--- src/hdl/iacs_pkg.sv ---
// Types and constants of the IRC/ANSI control stripper.
// No dependencies; imported by the top level.
package iacs_pkg;

  localparam int UNIT_W  = 16;
  localparam int QDEPTH  = 3;

  // Control code units
  localparam logic [UNIT_W-1:0] CH_BOLD    = 16'h0002;
  localparam logic [UNIT_W-1:0] CH_COLOR   = 16'h0003;
  localparam logic [UNIT_W-1:0] CH_RESET   = 16'h000F;
  localparam logic [UNIT_W-1:0] CH_REVERSE = 16'h0016;
  localparam logic [UNIT_W-1:0] CH_ESC     = 16'h001B;
  localparam logic [UNIT_W-1:0] CH_ITALIC  = 16'h001D;
  localparam logic [UNIT_W-1:0] CH_UNDERLN = 16'h001F;
  localparam logic [UNIT_W-1:0] CH_COMMA   = 16'h002C;
  localparam logic [UNIT_W-1:0] CH_DIGIT0  = 16'h0030;
  localparam logic [UNIT_W-1:0] CH_DIGIT9  = 16'h0039;
  localparam logic [UNIT_W-1:0] CH_LBRACK  = 16'h005B;
  localparam logic [UNIT_W-1:0] CSI_FINAL_LO = 16'h0040;
  localparam logic [UNIT_W-1:0] CSI_FINAL_HI = 16'h007E;

  // Scanner state, one-hot
  typedef enum logic [4:0] {
    MODE_NORMAL = 5'b00001,
    MODE_FG     = 5'b00010,
    MODE_BG     = 5'b00100,
    MODE_ESC    = 5'b01000,
    MODE_CSI    = 5'b10000
  } mode_t;

  // One result item as queued for the output
  typedef struct packed {
    logic [UNIT_W-1:0] kept_unit;
    logic              unit_present;
    logic              text_end;
    logic              run_last;
  } res_t;

endpackage

--- src/hdl/irc_ansi_control_stripper.sv ---
// IRC/ANSI control stripper: removes formatting controls from a stream
// of 16-bit text code units. Depends on iacs_pkg.
//
// Usage:
//   Input channel in_*: one code unit per transfer in in_tdata, with
//   in_tlast marking the final unit of a text. Output channel out_*: the
//   kept units in out_tdata; out_tuser[0] is set when out_tdata holds a
//   unit (clear for a bare end marker), out_tuser[1] marks the last result
//   caused by one input transfer, out_tlast marks the final result of a text.
//   Each input unit is decoded in the cycle it is taken and its zero, one
//   or two results go into a three-entry output queue whose head drives
//   out_*. The input is ready while the queue holds at most one entry, so
//   one unit per cycle is sustained while the receiver takes every result;
//   a unit that yields two results (a held ESC passed on ahead of the
//   current unit) drops in_tready until the queue is back to one entry.
//   When the receiver stalls, the queue fills and in_tready drops after at
//   most two further transfers that yield results. Reset empties the queue
//   and returns the scanner to normal text mode.
module irc_ansi_control_stripper (
  input  logic                        clk,
  input  logic                        rst_n,
  input  logic                        in_tvalid,
  output logic                        in_tready,
  input  logic [iacs_pkg::UNIT_W-1:0] in_tdata,   // [15:0] code_unit
  input  logic                        in_tlast,   // text_last
  output logic                        out_tvalid,
  input  logic                        out_tready,
  output logic [iacs_pkg::UNIT_W-1:0] out_tdata,  // [15:0] kept_unit
  output logic [1:0]                  out_tuser,  // [0] unit_present, [1] run_last
  output logic                        out_tlast   // text_end
);
  import iacs_pkg::*;

  mode_t       mode_r, mode_nxt;
  logic [1:0]  dcnt_r, dcnt_nxt;
  res_t        q_r [QDEPTH];
  res_t        q_nxt [QDEPTH];
  logic [1:0]  cnt_r, cnt_nxt;

  logic        in_acc, pop;
  logic        is_digit, is_ctl, is_color, is_esc, in_final;
  logic        plain_emit;
  mode_t       plain_mode;
  logic        emit_held, emit_unit, emit_flush;
  logic [1:0]  n_res;
  res_t        r0, r1;
  logic [1:0]  base;

  assign in_acc = in_tvalid && in_tready;
  assign pop    = out_tvalid && out_tready;

  // Classify the incoming unit.
  assign is_digit = (in_tdata >= CH_DIGIT0) && (in_tdata <= CH_DIGIT9);
  assign is_ctl   = (in_tdata == CH_BOLD) || (in_tdata == CH_RESET) ||
                    (in_tdata == CH_REVERSE) || (in_tdata == CH_ITALIC) ||
                    (in_tdata == CH_UNDERLN);
  assign is_color = (in_tdata == CH_COLOR);
  assign is_esc   = (in_tdata == CH_ESC);
  assign in_final = (in_tdata >= CSI_FINAL_LO) && (in_tdata <= CSI_FINAL_HI);

  // Handling of a unit read as ordinary text.
  assign plain_emit = !(is_ctl || is_color || is_esc);
  assign plain_mode = is_color ? MODE_FG : (is_esc ? MODE_ESC : MODE_NORMAL);

  // Scanner next state and which units are emitted.
  always_comb begin
    mode_nxt  = mode_r;
    dcnt_nxt  = dcnt_r;
    emit_held = 1'b0;
    emit_unit = 1'b0;
    unique case (mode_r)
      MODE_FG: begin
        if (is_digit && dcnt_r < 2'd2) begin
          dcnt_nxt = dcnt_r + 2'd1;
        end else if (in_tdata == CH_COMMA) begin
          mode_nxt = MODE_BG;
          dcnt_nxt = 2'd0;
        end else begin
          mode_nxt  = plain_mode;
          dcnt_nxt  = 2'd0;
          emit_unit = plain_emit;
        end
      end
      MODE_BG: begin
        if (is_digit && dcnt_r < 2'd2) begin
          if (dcnt_r == 2'd1) begin
            mode_nxt = MODE_NORMAL;
            dcnt_nxt = 2'd0;
          end else begin
            dcnt_nxt = dcnt_r + 2'd1;
          end
        end else begin
          mode_nxt  = plain_mode;
          dcnt_nxt  = 2'd0;
          emit_unit = plain_emit;
        end
      end
      MODE_ESC: begin
        dcnt_nxt = 2'd0;
        if (in_tdata == CH_LBRACK) begin
          mode_nxt = MODE_CSI;
        end else begin
          emit_held = 1'b1;
          mode_nxt  = plain_mode;
          emit_unit = plain_emit;
        end
      end
      MODE_CSI: begin
        dcnt_nxt = 2'd0;
        if (in_final) begin
          mode_nxt = MODE_NORMAL;
        end
      end
      default: begin
        mode_nxt  = plain_mode;
        dcnt_nxt  = 2'd0;
        emit_unit = plain_emit;
      end
    endcase
  end

  // A held ESC is flushed at the end of the text.
  assign emit_flush = in_tlast && (mode_nxt == MODE_ESC);

  // Assemble up to two results for this unit.
  always_comb begin
    r0 = '0;
    r1 = '0;
    n_res = 2'd0;
    if (emit_held) begin
      r0.kept_unit    = CH_ESC;
      r0.unit_present = 1'b1;
      if (emit_unit || emit_flush) begin
        r1.kept_unit    = emit_unit ? in_tdata : CH_ESC;
        r1.unit_present = 1'b1;
        r1.text_end     = in_tlast;
        r1.run_last     = 1'b1;
        n_res = 2'd2;
      end else begin
        r0.text_end = in_tlast;
        r0.run_last = 1'b1;
        n_res = 2'd1;
      end
    end else if (emit_unit || emit_flush || in_tlast) begin
      r0.kept_unit    = emit_unit ? in_tdata : (emit_flush ? CH_ESC : '0);
      r0.unit_present = emit_unit || emit_flush;
      r0.text_end     = in_tlast;
      r0.run_last     = 1'b1;
      n_res = 2'd1;
    end
  end

  // Output queue: pop from the head, append behind the remaining entries.
  assign base = cnt_r - {1'b0, pop};

  always_comb begin
    for (int i = 0; i < QDEPTH; i++) begin
      q_nxt[i] = q_r[i];
    end
    if (pop) begin
      for (int i = 0; i < QDEPTH - 1; i++) begin
        q_nxt[i] = q_r[i+1];
      end
    end
    if (in_acc && n_res != 2'd0) begin
      if (base == 2'd0) begin
        q_nxt[0] = r0;
        if (n_res == 2'd2) begin
          q_nxt[1] = r1;
        end
      end else begin
        q_nxt[1] = r0;
        if (n_res == 2'd2) begin
          q_nxt[2] = r1;
        end
      end
    end
    cnt_nxt = base + (in_acc ? n_res : 2'd0);
  end

  // State and queue registers.
  always_ff @(posedge clk) begin
    if (!rst_n) begin
      mode_r <= MODE_NORMAL;
      dcnt_r <= 2'd0;
      cnt_r  <= 2'd0;
    end else begin
      cnt_r <= cnt_nxt;
      if (in_acc) begin
        mode_r <= in_tlast ? MODE_NORMAL : mode_nxt;
        dcnt_r <= in_tlast ? 2'd0 : dcnt_nxt;
      end
    end
  end

  always_ff @(posedge clk) begin
    for (int i = 0; i < QDEPTH; i++) begin
      q_r[i] <= q_nxt[i];
    end
  end

  // Ports.
  assign in_tready  = (cnt_r <= 2'd1);
  assign out_tvalid = (cnt_r != 2'd0);
  assign out_tdata  = q_r[0].kept_unit;
  assign out_tuser  = {q_r[0].run_last, q_r[0].unit_present};
  assign out_tlast  = q_r[0].text_end;

endmodule

--- config.mk ---
export PLATFORM = sky130hd
export DESIGN_NAME = irc_ansi_control_stripper
export DESIGN_NICKNAME = d
export VERILOG_FILES = /design/src/hdl/iacs_pkg.sv /design/src/hdl/irc_ansi_control_stripper.sv
export SDC_FILE = /design/constraint.sdc
export NUM_CORES = 1
export LEC_CHECK = 0
export BUFFER_PORTS_ARGS = -buffer_cell sky130_fd_sc_hd__buf_4
export CAP_MARGIN = 20
export CORE_UTILIZATION = 63
export CTS_CLUSTER_SIZE = 14
export DETAILED_ROUTE_END_ITERATION = 10
export PLACE_DENSITY = 0.82
export SLEW_MARGIN = 10
export SYNTH_ARGS = -nofsm -noshare
export SYNTH_HDL_FRONTEND = slang
export SYNTH_SLANG_ARGS = --single-unit
--- constraint.sdc ---
create_clock -name clk -period 8.34 [get_ports clk]
set_input_delay 1.251 -clock clk [delete_from_list [all_inputs] [get_ports clk]]
set_output_delay 1.251 -clock clk [all_outputs]
set_load 0.005 [all_outputs]
# Word level (Yosys, flattened, before mapping)
# Memory sizes are Yosys's and may differ from the RTL's.
# Cells that the tools add are included.
[word_totals]
output_inout_bits = 21
latchBits = 0
mem_bits_rw = 57
word_cells = 89
mem_bits_ro = 0
register_bits = 9
memories = 1
[op_classes]
n_shift = 0
eq_ne = 16
div = 0
muxes = 41
n_lt_le_gt_ge = 6
n_reduce_logical = 19
addsub = 3
bitwise_logic = 0
mul = 0
[mem_list]
columns = ["memory", "words", "word_bits", "rd", "rd_ports_with_merged_regs", "write_ports", "line", "text"]
rows = [
  ["q_r", 3, 19, 3, 0, 3, "irc_ansi_control_stripper.sv:36", "res_t q_r [QDEPTH];"],
]
[ops]
columns = ["operator", "n"]
rows = [
  ["$mux 19", 9],
  ["$eq 16x5->1 const B", 4],
  ["$mux 57", 1],
  ["$mux 38", 1],
  ["$mux 5", 7],
  ["$eq 16x2->1 const B", 2],
  ["$mux 16", 2],
  ["$pmux 5 s4", 1],
  ["$eq 16x4->1 const B", 1],
  ["$eq 16x6->1 const B", 1],
  ["$eq 16x7->1 const B", 1],
  ["$ge 16x6->1 const B", 1],
  ["$ge 16x7->1 const B", 1],
  ["$le 16x6->1 const B", 1],
  ["$le 16x7->1 const B", 1],
  ["$mux 2", 8],
  ["$mux 4", 3],
  ["$eq 5x4->1 const B", 2],
  ["$logic_or 1x1->1", 8],
  ["$logic_and 1x1->1", 7],
  ["$mux 1", 7],
  ["$eq 5x2->1 const B", 1],
  ["$eq 5x3->1 const B", 1],
  ["$eq 5x5->1 const B", 1],
  ["12 further kinds", 13],
]

# Depth between registers and ports, before layout
[logic_depth]
ltp_word = 19
mapped_depth = 14

# Worst setup path after synthesis
# OpenSTA, ideal clock, no wires.
[synth_path]
path_kind = "input to register"
from = "input out_tready"
to = "memory q_r[0][39] in the netlist's numbering (enable)"
arrival_time_ns = 3.603
setup_time_ns = 0.377
slack_ns = 4.360
cell_stages = 9
path_cell_list = "nand2_1 -> clkinv_1 -> buf_2 -> buf_2 -> ha_1 -> xnor2_1 -> nand2_1 -> clkbuf_1 -> and3_1"
[synth_rtl]
columns = ["element", "line", "text"]
rows = [
  ["start: declaration", "irc_ansi_control_stripper.sv:27", "input logic out_tready,"],
  ["end: declaration", "irc_ansi_control_stripper.sv:36", ""],
]

==> key figures <==
Run status
  – Outcome: finished clean

Yosys
  – Area contributors post-synth: dfxtp_1 25%, edfxtp_1 14%, mux2i_1 12%
  – Synth Area in Adders: 1.34%
  – EDFF count, synth: 18
  – Cell variety after synth: 62
  – XOR/XNOR Fraction of Synth Area: 0.937%
  – Mapped Area: about 0.0037 sq mm
  – Yosys reg bits: 65
  – Primary FF master, synth: dfxtp_1
  – Post-Syn Area per Cell: 9.64 sq um
  – Simple-Gate Fraction of Synth Area: a little under a quarter
  – Top-count cell post-synth: dfxtp_1
  – Largest family of logic cells by synthesized area: simple AND/OR/NAND/NOR gates
  – Fraction of registers with async set/reset: 0%
  – Synth warn: 0
  – Yosys top cell by area: dfxtp_1
  – Top post-synthesis cells by count: 47 x dfxtp_1, 43 x mux2i_1, 26 x nand4_1
  – Share of the synthesized area in the top cell type: between 20% and 30%
  – Cells after synthesis: 388
  – Post-Syn Nets: 413
  – Sequential area share after synthesis: 39.6%
  – Synth Area in Compound Gates: 14.5%
  – Mux cell area share after synthesis: 11.5%

Floorplan
  – IO Count: 42
  – Die area: about 0.0062 sq mm
  – Die Height: just under 80 um
  – Row Count: 27
  – Starting Density: 66.7%
  – Die extent in x: 79.0 um
  – CORE AREA: 0.00561 sq mm

Route
  – Detailed-route via count: ~3000
  – Via density: 6.47
  – Initial DRT Pass Iterations: 5
  – Top layer in use: met4
  – Final WL: 8610 um
  – DR WL/cell: 18.2 um
  – Met1 WL: 3870 um
  – Drt drc: 0
  – Met2 wire len: just over 4000 um
  – ANT nets after route: 0
  – Initial DRC count: 193
  – WL met3: 559 um

STA
  – RSZ-0062 raised after global routing: false
  – Crit path time final: 4.31 ns
  – WHS: 0.499 ns
  – Final Skew: approximately 0.0090 ns
  – Setup violators final: 0
  – Pins Over Slew Limit: 0
  – Slew @ Worst Pin: 1.02 ns
  – Fin crit share: between 50% and 60%
  – Worst slew margin: 31.2%
  – Final hold violation count: 0
  – Setup TNS: 0 ns
  – Fmax: 232 MHz

Global route
  – Largest net degree at the start of global routing: 35
  – First-pass GRT wire length: 14100 um
  – Vias in the first global route: 2865
  – GRT overflow: 0
  – Initial antenna violation count: 0
  – All-Layer GR Usage: between 20 and 30%

Critical path
  – Critical Path Source: in_tdata[4]
  – Worst EP arrival: 4.28 ns
  – Crit Path Max Fanout: 22
  – Reg-to-reg startpoint: cnt_r[1]
  – Critical Path End: q_r[0][46]
  – Worst Path Required: 8.31 ns
  – R2r endpoint: q_r[0][5]
  – Crit end category: flop
  – CP Launch Type: input pin
  – Worst Reg-to-Reg Cells: 9
  – Setup Crit Path Kind: input pin to flop
  – Worst reg-to-reg setup slack: ~4.9 ns

Finish
  – Diodes inserted: 0
  – Layout area overhead: 9.33%
  – Share of cells above drive strength 1: 18.3%
  – Final #Nets: 420

Placed design
  – Input/output buffers: 41
  – Post-DP HPWL: 5990 um
  – GP Congestion: 0.921

Power
  – PD cells: between 300 and 400 mW/mm^2
  – Worst VDD drop: approximately 0.27 mV
  – Sequential Power Share: 37.1%
  – Switching Share: 36.1%
  – Clock power share: a little over a fifth
  – Sw power: 0.000463 W
  – Gate power share: ~40%
  – Internal power: 0.000821 W
  – P_leak: 1.56 nW

Clocking
  – Clock slew at reported path FFs: 0.07 ns
  – CTS Buffer Depth: 2
  – H-tree depth: 3
  – CTS root buffer: clkbuf_8
  – Clock tree sinks: 65
  – Post-CTS Resized: 0
  – Total CTS buffers: 9
  – Skew-Pair Late Insertion Delay: 0.35 ns
  – Setup bufs post-CTS: 0
  – # hold bufs at CTS: 0
  – CTS tree: done

Hold path
  – Hold path depth: 2
  – Min-Delay Path Class: flop to flop

Flow run
  – Max_cap viols: 0
[layout by cell type (no fill, tap or decap), types with 6 or more instances in the layout]
cell,instances
inv_1,9
and3_1,17
o21ai_1,12
nand2_1,23
o2bb2ai_1,11
o21ai_0,9
nor2_1,20
dfxtp_1,47
clkbuf_8,9
mux2i_1,43
edfxtp_1,18
o21a_1,6
buf_4,43
and2_1,8
nand4_1,26
[final cells by class]
class | instances | area (sq um)
clock buffer | 13 | 160
multi-input combinational | 265 | 1940
tap | 72 | 90.1
clock inverter | 3 | 47.5
timing repair buffer | 44 | 334
inverter | 10 | 37.5
sequential | 65 | 1480
fill | 419 | 1520
[critical path, cell delays in order]
cell      delay (ns)
buf_4           0.16
nor4bb_2        0.18
and4_1          0.24
o41ai_2         0.93
o21a_1          0.67
and3_1          0.83
[per-stage QoR]
step / power, W / setup WS [ns] / cell area [sq um] / cells / utilization [%]
detailed placement: 0.00100 / 3.76 / 3880 / 456 / 69.2
global route: 0.00136 / 3.84 / 4090 / 472 / 72.9
global placement: 0.000982 / 3.82 / 3870 / 455 / 69.0
floorplan: 0.000896 / 4.36 / 3740 / 388 / -
CTS: 0.00128 / 4.10 / 4090 / 472 / 72.9
finish: 0.00128 / 4.03 / 4090 / 472 / 72.9
[power groups by stage]
| stage | clock network (W) | registers (W) | logic (W) |
|---|---|---|---|
| after floorplan | 0 | 0.000467 | 0.000429 |
| after global placement | 0 | 0.000477 | 0.000504 |
| after detailed placement | 0 | 0.000483 | 0.000518 |
| after CTS | 0.000283 | 0.000477 | 0.000523 |
| after global routing | 0.000301 | 0.000486 | 0.000576 |
| final | 0.000282 | 0.000476 | 0.000525 |
[worst min path at each step]
stage / from / end / slack [ns]
floorplan: q_r[0][19] / q_r[0][19] / 0.45
CTS: dcnt_r[1] / dcnt_r[1] / 0.50
global route: dcnt_r[1] / dcnt_r[1] / 0.53
finish: dcnt_r[1] / dcnt_r[1] / 0.50
detailed placement: q_r[0][19] / q_r[0][19] / 0.48
global placement: dcnt_r[1] / dcnt_r[1] / 0.47
[sequential cells by signal (all words and copies together), names as in the netlist]
register  count
mode_r        5
cnt_r         2
dcnt_r        2
q_r          56
[kinds of logic after synthesis]
family / Yosys count
adder cells (fa/ha/maj): 4
XOR/XNOR: 4
AO/OA/AOI/OAI: 75
AND/OR/NAND/NOR: 139
buffers and inverters: 58
multiplexers: 43
flip-flops: 65
[metal layers]
layer  up-vias  track usage [%]
met1      1452             38.8
met2       127             48.6
li1       1458                -
met3        16             6.32
met5         -                0
met4         0             7.82
Power figures use the tool's default switching activity.
